## config.mk

```make
export PLATFORM = sky130hd
export DESIGN_NAME = crc8_packet_deframer_flat
export DESIGN_NICKNAME = d
export VERILOG_FILES = /design/src/hw/rtl/c8pd_pkg.sv /design/src/hw/rtl/c8pd_if.sv /design/src/hw/rtl/c8pd_csr.sv /design/src/hw/rtl/c8pd_frame.sv /design/src/hw/rtl/crc8_packet_deframer.sv /design/src/flat_wrapper.sv
export SDC_FILE = /design/constraint.sdc
export NUM_CORES = 1
export LEC_CHECK = 0
export BUFFER_PORTS_ARGS = -buffer_cell sky130_fd_sc_hd__buf_2
export CORE_MARGIN = 3
export CORE_UTILIZATION = 52
export DETAILED_ROUTE_END_ITERATION = 6
export PLACE_DENSITY = 0.74
export SYNTH_ARGS = -nofsm -noshare
export SYNTH_HDL_FRONTEND = slang
export SYNTH_HIERARCHICAL = 1
export SYNTH_SLANG_ARGS = --single-unit
```

## constraint.sdc

```tcl
create_clock -name clock -period 6.95 [get_ports clock]
set_input_delay 1.0425 -clock clock [delete_from_list [all_inputs] [get_ports clock]]
set_output_delay 1.0425 -clock clock [all_outputs]
set_load 0.02 [all_outputs]
```

## src/hw/rtl/c8pd_pkg.sv

```systemverilog
`timescale 1ns / 1ps
`default_nettype none

package c8pd_pkg;

   localparam int unsigned COUNT_W = 5;

   // Byte positions within a packet
   localparam logic [COUNT_W-1:0] POS_MAGIC     = 5'd0;
   localparam logic [COUNT_W-1:0] POS_TYPE      = 5'd1;
   localparam logic [COUNT_W-1:0] POS_SENDER    = 5'd2;
   localparam logic [COUNT_W-1:0] POS_TARGET    = 5'd3;
   localparam logic [COUNT_W-1:0] POS_ORIGIN    = 5'd4;
   localparam logic [COUNT_W-1:0] POS_EPOCH     = 5'd5;
   localparam logic [COUNT_W-1:0] POS_SEQUENCE  = 5'd9;
   localparam logic [COUNT_W-1:0] POS_LONGITUDE = 5'd11;
   localparam logic [COUNT_W-1:0] POS_LATITUDE  = 5'd13;
   localparam logic [COUNT_W-1:0] POS_SCORE     = 5'd15;
   localparam logic [COUNT_W-1:0] POS_RESERVED  = 5'd16;
   localparam logic [COUNT_W-1:0] POS_CHECK     = 5'd17;
   localparam logic [COUNT_W-1:0] PACKET_BYTES  = 5'd18;
   localparam logic [COUNT_W-1:0] COUNT_MAX     = 5'd31;

   localparam logic [7:0] MAGIC_BYTE = 8'hA2;
   localparam logic [7:0] CRC_POLY   = 8'h07;

   typedef enum logic [2:0] {
      ST_OK       = 3'd0,
      ST_LENGTH   = 3'd1,
      ST_MAGIC    = 3'd2,
      ST_TYPE     = 3'd3,
      ST_SCORE    = 3'd4,
      ST_RESERVED = 3'd5,
      ST_CHECKSUM = 3'd6,
      ST_ROUTING  = 3'd7
   } status_type;

   typedef struct packed {
      logic [7:0] min_type;
      logic [7:0] max_type;
      logic [7:0] node_count;
      logic [7:0] broadcast_id;
      logic [7:0] max_score;
   } cfg_type;

   typedef struct packed {
      status_type         status;
      logic [7:0]         msg_type;
      logic [7:0]         sender;
      logic [7:0]         target;
      logic [7:0]         key_origin;
      logic [31:0]        key_epoch;
      logic [15:0]        sequence_res;
      logic signed [15:0] longitude_centideg;
      logic signed [15:0] latitude_centideg;
      logic [7:0]         score;
   } result_type;

   // CRC-8, polynomial 0x07, MSB first, one byte
   function automatic logic [7:0] crc8_byte(input logic [7:0] crc, input logic [7:0] b);
      logic [7:0] c;
      c = crc ^ b;
      for (int i = 0; i < 8; i++) begin
         if (c[7]) begin
            c = {c[6:0], 1'b0} ^ CRC_POLY;
         end else begin
            c = {c[6:0], 1'b0};
         end
      end
      return c;
   endfunction

endpackage

`default_nettype wire

```

## src/hw/rtl/c8pd_if.sv

```systemverilog
`timescale 1ns / 1ps
`default_nettype none

interface c8pd_req_if;
   logic       valid;
   logic       ready;
   logic [7:0] data_byte;
   logic       last_byte;

   modport source (output valid, output data_byte, output last_byte, input ready);
   modport sink (input valid, input data_byte, input last_byte, output ready);
endinterface

interface c8pd_rsp_if;
   import c8pd_pkg::*;
   logic               valid;
   logic               ready;
   status_type         status;
   logic [7:0]         msg_type;
   logic [7:0]         sender;
   logic [7:0]         target;
   logic [7:0]         key_origin;
   logic [31:0]        key_epoch;
   logic [15:0]        sequence_res;
   logic signed [15:0] longitude_centideg;
   logic signed [15:0] latitude_centideg;
   logic [7:0]         score;

   modport source (
      output valid, output status, output msg_type, output sender, output target,
      output key_origin, output key_epoch, output sequence_res,
      output longitude_centideg, output latitude_centideg, output score,
      input ready
   );
   modport sink (
      input valid, input status, input msg_type, input sender, input target,
      input key_origin, input key_epoch, input sequence_res,
      input longitude_centideg, input latitude_centideg, input score,
      output ready
   );
endinterface

`default_nettype wire

```

## src/hw/rtl/c8pd_csr.sv

```systemverilog
`timescale 1ns / 1ps
`default_nettype none

module c8pd_csr (
   input  wire logic           clock,
   input  wire logic           reset,
   input  wire logic           psel,
   input  wire logic           penable,
   input  wire logic           pwrite,
   input  wire logic [4:0]     paddr,
   input  wire logic [31:0]    pwdata,
   output logic [31:0]         prdata,
   output logic                pready,
   output c8pd_pkg::cfg_type   cfg
);
   import c8pd_pkg::*;

   localparam logic [2:0] REG_MIN_TYPE     = 3'd0;
   localparam logic [2:0] REG_MAX_TYPE     = 3'd1;
   localparam logic [2:0] REG_NODE_COUNT   = 3'd2;
   localparam logic [2:0] REG_BROADCAST_ID = 3'd3;
   localparam logic [2:0] REG_MAX_SCORE    = 3'd4;

   cfg_type    cfg_ff, cfg_in;
   logic [2:0] reg_index;
   logic       write_en;

   assign reg_index = paddr[4:2];
   assign write_en  = psel && penable && pwrite;
   assign pready    = 1'b1;
   assign cfg       = cfg_ff;

   always_comb begin
      cfg_in = cfg_ff;
      if (write_en) begin
         case (reg_index)
            REG_MIN_TYPE:     cfg_in.min_type     = pwdata[7:0];
            REG_MAX_TYPE:     cfg_in.max_type     = pwdata[7:0];
            REG_NODE_COUNT:   cfg_in.node_count   = pwdata[7:0];
            REG_BROADCAST_ID: cfg_in.broadcast_id = pwdata[7:0];
            REG_MAX_SCORE:    cfg_in.max_score    = pwdata[7:0];
            default:          cfg_in = cfg_ff;
         endcase
      end
   end

   always_comb begin
      case (reg_index)
         REG_MIN_TYPE:     prdata = {24'd0, cfg_ff.min_type};
         REG_MAX_TYPE:     prdata = {24'd0, cfg_ff.max_type};
         REG_NODE_COUNT:   prdata = {24'd0, cfg_ff.node_count};
         REG_BROADCAST_ID: prdata = {24'd0, cfg_ff.broadcast_id};
         REG_MAX_SCORE:    prdata = {24'd0, cfg_ff.max_score};
         default:          prdata = 32'd0;
      endcase
   end

   always_ff @(posedge clock) begin
      if (reset) begin
         cfg_ff.min_type     <= 8'd1;
         cfg_ff.max_type     <= 8'd4;
         cfg_ff.node_count   <= 8'd16;
         cfg_ff.broadcast_id <= 8'd255;
         cfg_ff.max_score    <= 8'd100;
      end else begin
         cfg_ff <= cfg_in;
      end
   end

endmodule

`default_nettype wire

```

## src/hw/rtl/c8pd_frame.sv

```systemverilog
`timescale 1ns / 1ps
`default_nettype none

module c8pd_frame (
   input  wire logic             clock,
   input  wire logic             reset,
   input  wire logic             step,
   input  wire logic [7:0]       data_byte,
   input  wire logic             last_byte,
   input  wire c8pd_pkg::cfg_type cfg,
   output c8pd_pkg::result_type  result
);
   import c8pd_pkg::*;

   logic [COUNT_W-1:0] count_ff, count_in;
   logic [7:0]         crc_ff, crc_in;
   logic               magic_ff, magic_in;
   logic [7:0]         type_ff, type_in;
   logic [7:0]         sender_ff, sender_in;
   logic [7:0]         target_ff, target_in;
   logic [7:0]         origin_ff, origin_in;
   logic [31:0]        epoch_ff, epoch_in;
   logic [15:0]        sequence_ff, sequence_in;
   logic [15:0]        longitude_ff, longitude_in;
   logic [15:0]        latitude_ff, latitude_in;
   logic [7:0]         score_ff, score_in;
   logic [7:0]         reserved_ff, reserved_in;
   logic [7:0]         check_ff, check_in;
   logic [COUNT_W-1:0] idx;
   logic               routing_ok;

   assign idx = count_ff;

   // Capture the current byte into the running packet state
   always_comb begin
      count_in     = (count_ff == COUNT_MAX) ? count_ff : count_ff + 1'b1;
      crc_in       = (idx < POS_CHECK) ? crc8_byte(crc_ff, data_byte) : crc_ff;
      magic_in     = magic_ff;
      type_in      = type_ff;
      sender_in    = sender_ff;
      target_in    = target_ff;
      origin_in    = origin_ff;
      epoch_in     = epoch_ff;
      sequence_in  = sequence_ff;
      longitude_in = longitude_ff;
      latitude_in  = latitude_ff;
      score_in     = score_ff;
      reserved_in  = reserved_ff;
      check_in     = check_ff;
      if (idx == POS_MAGIC)    magic_in    = (data_byte == MAGIC_BYTE);
      if (idx == POS_TYPE)     type_in     = data_byte;
      if (idx == POS_SENDER)   sender_in   = data_byte;
      if (idx == POS_TARGET)   target_in   = data_byte;
      if (idx == POS_ORIGIN)   origin_in   = data_byte;
      if (idx >= POS_EPOCH && idx < POS_SEQUENCE) begin
         epoch_in = {epoch_ff[23:0], data_byte};
      end
      if (idx >= POS_SEQUENCE && idx < POS_LONGITUDE) begin
         sequence_in = {sequence_ff[7:0], data_byte};
      end
      if (idx >= POS_LONGITUDE && idx < POS_LATITUDE) begin
         longitude_in = {longitude_ff[7:0], data_byte};
      end
      if (idx >= POS_LATITUDE && idx < POS_SCORE) begin
         latitude_in = {latitude_ff[7:0], data_byte};
      end
      if (idx == POS_SCORE)    score_in    = data_byte;
      if (idx == POS_RESERVED) reserved_in = data_byte;
      if (idx == POS_CHECK)    check_in    = data_byte;
   end

   assign routing_ok = (sender_in < cfg.node_count) &&
                       ((target_in < cfg.node_count) || (target_in == cfg.broadcast_id));

   // First failing check wins
   always_comb begin
      if (count_in != PACKET_BYTES) begin
         result.status = ST_LENGTH;
      end else if (!magic_in) begin
         result.status = ST_MAGIC;
      end else if (type_in < cfg.min_type || type_in > cfg.max_type) begin
         result.status = ST_TYPE;
      end else if (score_in > cfg.max_score) begin
         result.status = ST_SCORE;
      end else if (reserved_in != 8'd0) begin
         result.status = ST_RESERVED;
      end else if (check_in != crc_in) begin
         result.status = ST_CHECKSUM;
      end else if (!routing_ok) begin
         result.status = ST_ROUTING;
      end else begin
         result.status = ST_OK;
      end
      result.msg_type           = type_in;
      result.sender             = sender_in;
      result.target             = target_in;
      result.key_origin         = origin_in;
      result.key_epoch          = epoch_in;
      result.sequence_res       = sequence_in;
      result.longitude_centideg = longitude_in;
      result.latitude_centideg  = latitude_in;
      result.score              = score_in;
   end

   always_ff @(posedge clock) begin
      if (reset || (step && last_byte)) begin
         count_ff     <= '0;
         crc_ff       <= '0;
         magic_ff     <= 1'b0;
         type_ff      <= '0;
         sender_ff    <= '0;
         target_ff    <= '0;
         origin_ff    <= '0;
         epoch_ff     <= '0;
         sequence_ff  <= '0;
         longitude_ff <= '0;
         latitude_ff  <= '0;
         score_ff     <= '0;
         reserved_ff  <= '0;
         check_ff     <= '0;
      end else if (step) begin
         count_ff     <= count_in;
         crc_ff       <= crc_in;
         magic_ff     <= magic_in;
         type_ff      <= type_in;
         sender_ff    <= sender_in;
         target_ff    <= target_in;
         origin_ff    <= origin_in;
         epoch_ff     <= epoch_in;
         sequence_ff  <= sequence_in;
         longitude_ff <= longitude_in;
         latitude_ff  <= latitude_in;
         score_ff     <= score_in;
         reserved_ff  <= reserved_in;
         check_ff     <= check_in;
      end
   end

endmodule

`default_nettype wire

```

## src/hw/rtl/crc8_packet_deframer.sv

```systemverilog
`timescale 1ns / 1ps
`default_nettype none

// Channel   Role         Handshake          Payload
// req_bus   byte in      valid/ready        data_byte, last_byte
// rsp_bus   result out   valid/ready        status and decoded packet fields
// csr       registers    APB, pready high   min_type .. max_score at 4*i
//
// One word per clock sustained. A word is held in an input register, then the
// packet state and the CRC-8 update from it; the last word loads the result
// register, and rsp valid rises as that register is loaded.
// Reset clears the packet state and loads register defaults. A result waiting in
// the result register stalls a following last word and the words behind it.

module crc8_packet_deframer (
   input  wire logic        clock,
   input  wire logic        reset,
   c8pd_req_if.sink         req_bus,
   c8pd_rsp_if.source       rsp_bus,
   input  wire logic        psel,
   input  wire logic        penable,
   input  wire logic        pwrite,
   input  wire logic [4:0]  paddr,
   input  wire logic [31:0] pwdata,
   output logic [31:0]      prdata,
   output logic             pready
);
   import c8pd_pkg::*;

   logic       in_valid_ff, in_valid_in;
   logic [7:0] in_byte_ff;
   logic       in_last_ff;
   logic       rsp_valid_ff, rsp_valid_in;
   result_type rsp_data_ff;
   result_type frame_result;
   cfg_type    cfg;
   logic       advance;
   logic       take_req;

   c8pd_csr u_csr (
      .clock   (clock),
      .reset   (reset),
      .psel    (psel),
      .penable (penable),
      .pwrite  (pwrite),
      .paddr   (paddr),
      .pwdata  (pwdata),
      .prdata  (prdata),
      .pready  (pready),
      .cfg     (cfg)
   );

   c8pd_frame u_frame (
      .clock     (clock),
      .reset     (reset),
      .step      (advance),
      .data_byte (in_byte_ff),
      .last_byte (in_last_ff),
      .cfg       (cfg),
      .result    (frame_result)
   );

   // A last word may move on only when the result register can take it
   assign advance       = in_valid_ff && (!in_last_ff || !rsp_valid_ff || rsp_bus.ready);
   assign req_bus.ready = !in_valid_ff || advance;
   assign take_req      = req_bus.valid && req_bus.ready;
   assign in_valid_in   = take_req || (in_valid_ff && !advance);
   assign rsp_valid_in  = (advance && in_last_ff) || (rsp_valid_ff && !rsp_bus.ready);

   always_ff @(posedge clock) begin
      if (reset) begin
         in_valid_ff  <= 1'b0;
         rsp_valid_ff <= 1'b0;
      end else begin
         in_valid_ff  <= in_valid_in;
         rsp_valid_ff <= rsp_valid_in;
      end
   end

   always_ff @(posedge clock) begin
      if (take_req) begin
         in_byte_ff <= req_bus.data_byte;
         in_last_ff <= req_bus.last_byte;
      end
      if (advance && in_last_ff) begin
         rsp_data_ff <= frame_result;
      end
   end

   assign rsp_bus.valid              = rsp_valid_ff;
   assign rsp_bus.status             = rsp_data_ff.status;
   assign rsp_bus.msg_type           = rsp_data_ff.msg_type;
   assign rsp_bus.sender             = rsp_data_ff.sender;
   assign rsp_bus.target             = rsp_data_ff.target;
   assign rsp_bus.key_origin         = rsp_data_ff.key_origin;
   assign rsp_bus.key_epoch          = rsp_data_ff.key_epoch;
   assign rsp_bus.sequence_res       = rsp_data_ff.sequence_res;
   assign rsp_bus.longitude_centideg = rsp_data_ff.longitude_centideg;
   assign rsp_bus.latitude_centideg  = rsp_data_ff.latitude_centideg;
   assign rsp_bus.score              = rsp_data_ff.score;

endmodule

`default_nettype wire
```

## src/flat_wrapper.sv

```systemverilog
// flat-port wrapper written by rule: the top's interface ports become plain ports
module crc8_packet_deframer_flat import c8pd_pkg::*;
  (clock, reset, psel, penable, pwrite, paddr, pwdata, prdata, pready, req_bus_valid, req_bus_data_byte, req_bus_last_byte, req_bus_ready, rsp_bus_valid, rsp_bus_status, rsp_bus_msg_type, rsp_bus_sender, rsp_bus_target, rsp_bus_key_origin, rsp_bus_key_epoch, rsp_bus_sequence_res, rsp_bus_longitude_centideg, rsp_bus_latitude_centideg, rsp_bus_score, rsp_bus_ready);
  c8pd_req_if req_bus_i ();
  c8pd_rsp_if rsp_bus_i ();
  input  wire logic clock;
  input  wire logic reset;
  input  wire logic psel;
  input  wire logic penable;
  input  wire logic pwrite;
  input  wire logic [4:0] paddr;
  input  wire logic [31:0] pwdata;
  output logic [31:0] prdata;
  output logic pready;
  input wire logic [$bits(req_bus_i.valid)-1:0] req_bus_valid;
  input wire logic [$bits(req_bus_i.data_byte)-1:0] req_bus_data_byte;
  input wire logic [$bits(req_bus_i.last_byte)-1:0] req_bus_last_byte;
  output wire logic [$bits(req_bus_i.ready)-1:0] req_bus_ready;
  output wire logic [$bits(rsp_bus_i.valid)-1:0] rsp_bus_valid;
  output wire logic [$bits(rsp_bus_i.status)-1:0] rsp_bus_status;
  output wire logic [$bits(rsp_bus_i.msg_type)-1:0] rsp_bus_msg_type;
  output wire logic [$bits(rsp_bus_i.sender)-1:0] rsp_bus_sender;
  output wire logic [$bits(rsp_bus_i.target)-1:0] rsp_bus_target;
  output wire logic [$bits(rsp_bus_i.key_origin)-1:0] rsp_bus_key_origin;
  output wire logic [$bits(rsp_bus_i.key_epoch)-1:0] rsp_bus_key_epoch;
  output wire logic [$bits(rsp_bus_i.sequence_res)-1:0] rsp_bus_sequence_res;
  output wire logic [$bits(rsp_bus_i.longitude_centideg)-1:0] rsp_bus_longitude_centideg;
  output wire logic [$bits(rsp_bus_i.latitude_centideg)-1:0] rsp_bus_latitude_centideg;
  output wire logic [$bits(rsp_bus_i.score)-1:0] rsp_bus_score;
  input wire logic [$bits(rsp_bus_i.ready)-1:0] rsp_bus_ready;
  assign req_bus_i.valid = req_bus_valid;
  assign req_bus_i.data_byte = req_bus_data_byte;
  assign req_bus_i.last_byte = req_bus_last_byte;
  assign req_bus_ready = req_bus_i.ready;
  assign rsp_bus_valid = rsp_bus_i.valid;
  assign rsp_bus_status = rsp_bus_i.status;
  assign rsp_bus_msg_type = rsp_bus_i.msg_type;
  assign rsp_bus_sender = rsp_bus_i.sender;
  assign rsp_bus_target = rsp_bus_i.target;
  assign rsp_bus_key_origin = rsp_bus_i.key_origin;
  assign rsp_bus_key_epoch = rsp_bus_i.key_epoch;
  assign rsp_bus_sequence_res = rsp_bus_i.sequence_res;
  assign rsp_bus_longitude_centideg = rsp_bus_i.longitude_centideg;
  assign rsp_bus_latitude_centideg = rsp_bus_i.latitude_centideg;
  assign rsp_bus_score = rsp_bus_i.score;
  assign rsp_bus_i.ready = rsp_bus_ready;
  crc8_packet_deframer u_core (.clock(clock), .reset(reset), .req_bus(req_bus_i), .rsp_bus(rsp_bus_i), .psel(psel), .penable(penable), .pwrite(pwrite), .paddr(paddr), .pwdata(pwdata), .prdata(prdata), .pready(pready));
endmodule
```

==> summary.txt <==
STA
  – Fmax: 0.214 GHz
  – Fin. Hold Viols: 0
  – Setup_tns: 0 ns
  – Rel. slew slack: 27.0%
  – Worst slew pin tran: 1.10 ns
  – RSZ-0062 raised after global routing: false
  – Max-slew violation count: 0
  – Crit share post-route: 67.2%
  – Setup Viol. Count Final: 0
  – Skew final: 0.0170 ns
  – Crit path time final: 4.67 ns

Power
  – Worst IR Drop VDD: 0.217 mV
  – Pwr per Cell Area: 248 mW/mm^2
  – Static Leak: 7.15 nW

Worst hold path
  – Hold path start: u_core/u_frame/check_ff[7]
  – Min-Delay Path Class: reg2reg

Drt
  – DRT iter0 DRCs: 890
  – TritonRoute pass-1 iters: 5
  – Via count: 10,500
  – Number of remaining DRC errors: 0
  – Antenna Nets Post-Route: 0
  – Routed WL: 34.5 mm
  – Vias per cell: 5.45
  – WL/cell: 17.9 um

Yosys
  – Post-synthesis xor/xnor area fraction: 2.22%
  – Largest family of logic cells by synthesized area: multiplexers
  – Async SR Flop Fraction: 0%
  – Synth Area in Simple Gates: 13.0%
  – Yosys top cell by area: edfxtp_1
  – Top-area cell type share of the netlist area: 26.0%
  – Synth Area in Compound Gates: 6.65%
  – Ys Warns: 6
  – Post-synthesis instance total: 1,388
  – Seq/Total Area, Yosys: 51.2%
  – Netlist cell types: 82
  – Number of synthesized flops with an enable pin: 132
  – Adder-cell share of the synthesized area: 3.37%
  – Yosys reg bits: 324
  – Synth top cells by count: nor2_1, dfxtp_1, mux2i_1
  – Top-count cell post-synth: nor2_1
  – Post-synthesis mux area share: 18.3%
  – Top post-synthesis cells by area: edfxtp_1, dfxtp_1, mux2i_1, mux2_2, nor2_1
  – Syn Area/Cell: 11.0 sq um
  – Main synth FF type: dfxtp_1
  – Synthesized cell area: 0.0152 sq mm

CTS
  – Clk buf depth: 3
  – Total CTS buffers: 35
  – Htree depth: 2
  – CTS tree: built
  – Sink Count: 324
  – CTS resizes: 0
  – Later-pin clock latency in the skew report: 0.51 ns
  – Postcts setup bufs: 0
  – Root Buffer: clkbuf_16
  – Hold buffers post-CTS: 0
  – Clk slew on worst S/H paths: 0.06 ns

Global route
  – Initial antenna violation count: 0
  – GRT Total Usage: 21.8%
  – Grt ovf: 0
  – Largest net degree at the start of global routing: 145
  – Number of global-route vias before repair: 10,100
  – First-pass GRT wire length: 54.5 mm

Floorplan
  – Ports: 211
  – Die Y: 177 um
  – Die area: 0.0314 sq mm
  – # rows: 62
  – Core area: 0.0288 sq mm
  – Die Span X: 177 um
  – Initial Utilization: 52.9%

Layout
  – Post-route insts no fill: 1,926
  – Layout cell share with drive strength beyond 1: 23.6%
  – Layout area overhead: 14.0%
  – Layout Nets: 1,608
  – Fillcell total: 2,422

Worst setup path
  – Worst setup path start: u_core/u_frame/count_ff[0]
  – Worst path bufs/invs: 0
  – Slowest CP cell: nor4b_4
  – Required time worst endpoint: 7.17 ns
  – Worst-path maximum fanout: 15
  – CP arrival: 4.89 ns
  – Kind of critical path: reg2reg
  – Largest stage delay on the critical path: 0.80 ns
  – CP Cell Sequence: ha_1 -> nor4b_4 -> mux2_2 -> ha_1 -> a21o_1 -> a21o_1 -> a211oi_1 -> o31ai_1 -> o31a_1 -> or4b_1 -> nor4_2 -> a311oi_1
  – Worst setup EP type: flop
  – Startpoint types: flop
  – FF-to-FF Start: u_core/u_frame/count_ff[0]
  – Cell family with most CP delay: simple AND/OR/NAND/NOR gates

Place
  – Gpl congestion: 0.861
  – Placed cell count: 1,861
  – Port Buf Inserts: 159
  – DP HPWL: 22.2 mm

Job
  – Max Cap Viol: 0

Run status
  – Outcome: completed
==> layout make-up <==
cell class                 instances  area (sq um)  share of cell area [%]
multi-input combinational        924          6790                    39.1
antenna                            1          2.50                  0.0144
timing repair buffer             175           928                    5.35
clock inverter                    12           128                   0.735
inverter                          54           203                    1.17
clock buffer                      52          1030                    5.94
sequential                       324          7810                    45.0
tap                              384           480                    2.77
==> flip-flops by register name (all words and copies together), names as in the netlist, 16 cells and up <==
name and count:
u_core/rsp_bus.longitude_centideg 16, u_core/u_frame/latitude_ff 16, u_core/rsp_bus.sequence_res 16, u_core/rsp_bus.key_epoch 32
u_core/rsp_bus.latitude_centideg 16, u_core/u_frame/longitude_ff 16, u_core/u_csr/cfg 40, u_core/u_frame/sequence_ff 16
u_core/u_frame/epoch_ff 32
==> routing by layer <==
layer / part of all wire [%] / track usage (%) / vias up / wire (um)
met5: 0 / 0 / - / 0
met4: 2.9 / 6.94 / 0 / 986
met3: 4.7 / 3.00 / 62 / 1640
li1: - / - / 5116 / -
met1: 44 / 29.5 / 5041 / 15300
met2: 48 / 36.3 / 274 / 16600
==> metrics by stage <==
step,hold WS (ns),total power [mW],setup WS [ns],util (%),cell area (sq um)
after floorplan,0.436,2.39,0.0115,-,15300
after global placement,0.442,2.48,2.48,56.3,16200
after detailed placement,0.448,2.49,2.40,56.3,16200
after CTS,0.457,4.34,2.35,60.3,17400
after global routing,0.473,4.46,2.07,60.3,17400
final,0.455,4.30,2.28,60.3,17400
==> worst register-to-register path, delay by kind of cell, from the launching register on <==
family                   cells  cell delay (ns)
AO/OA/AOI/OAI                6             1.02
adder cells (fa/ha/maj)      2             0.74
flip-flops                   1             0.62
multiplexers                 1             0.45
AND/OR/NAND/NOR              3             1.58
==> layout by cell type, fill, tap and decap left out, drive strengths merged, types with 4 or more instances in the layout <==
cell type	Yosys	routed
inv	54	58
o21ai	41	41
nor2b	14	14
clkbuf	54	52
conb	2	25
a22oi	6	6
a31oi	6	6
dfxtp	192	192
a221o	4	4
or3	7	7
clkinv	0	4
mux2i	154	154
nand4	9	9
edfxtp	132	132
a21oi	39	39
a21o	5	5
xor2	11	11
nand2	35	35
nand2b	34	34
nor2	216	216
xnor2	24	24
ha	41	41
a211oi	13	13
or2	4	4
o2bb2ai	4	4
buf	55	175
mux2	111	111
o21a	7	7
nand3	20	20
nor3	34	34
==> logic make-up (layout without fill, tap and decap cells) <==
family / count (synthesis) / after routing
muxes: 265 / 265
xor gates and xnor gates: 36 / 36
adders and majority gates: 41 / 41
DFF: 324 / 324
other: 2 / 26
and+or+nand+nor: 404 / 404
AOI/OAI and AO/OA: 153 / 153
buffers and inverters: 163 / 293
==> report_power, final <==
group	switching [mW]	leakage, nW	internal, mW
sequential	0.0234	2.83	2.02
combinational	0.264	3.76	0.150
clock	0.739	0.567	1.11
==> worst paths after layout <==
path,endpoint,slack [ns],cells past startpoint
setup / recovery,u_core/rsp_bus.status[2],2.28,12
hold / removal,u_core/u_frame/check_ff[7],0.45,2
setup reg to reg,u_core/rsp_bus.status[2],2.28,12
hold reg to reg,u_core/u_frame/check_ff[7],0.45,2
Power figures use the tool's default switching activity.
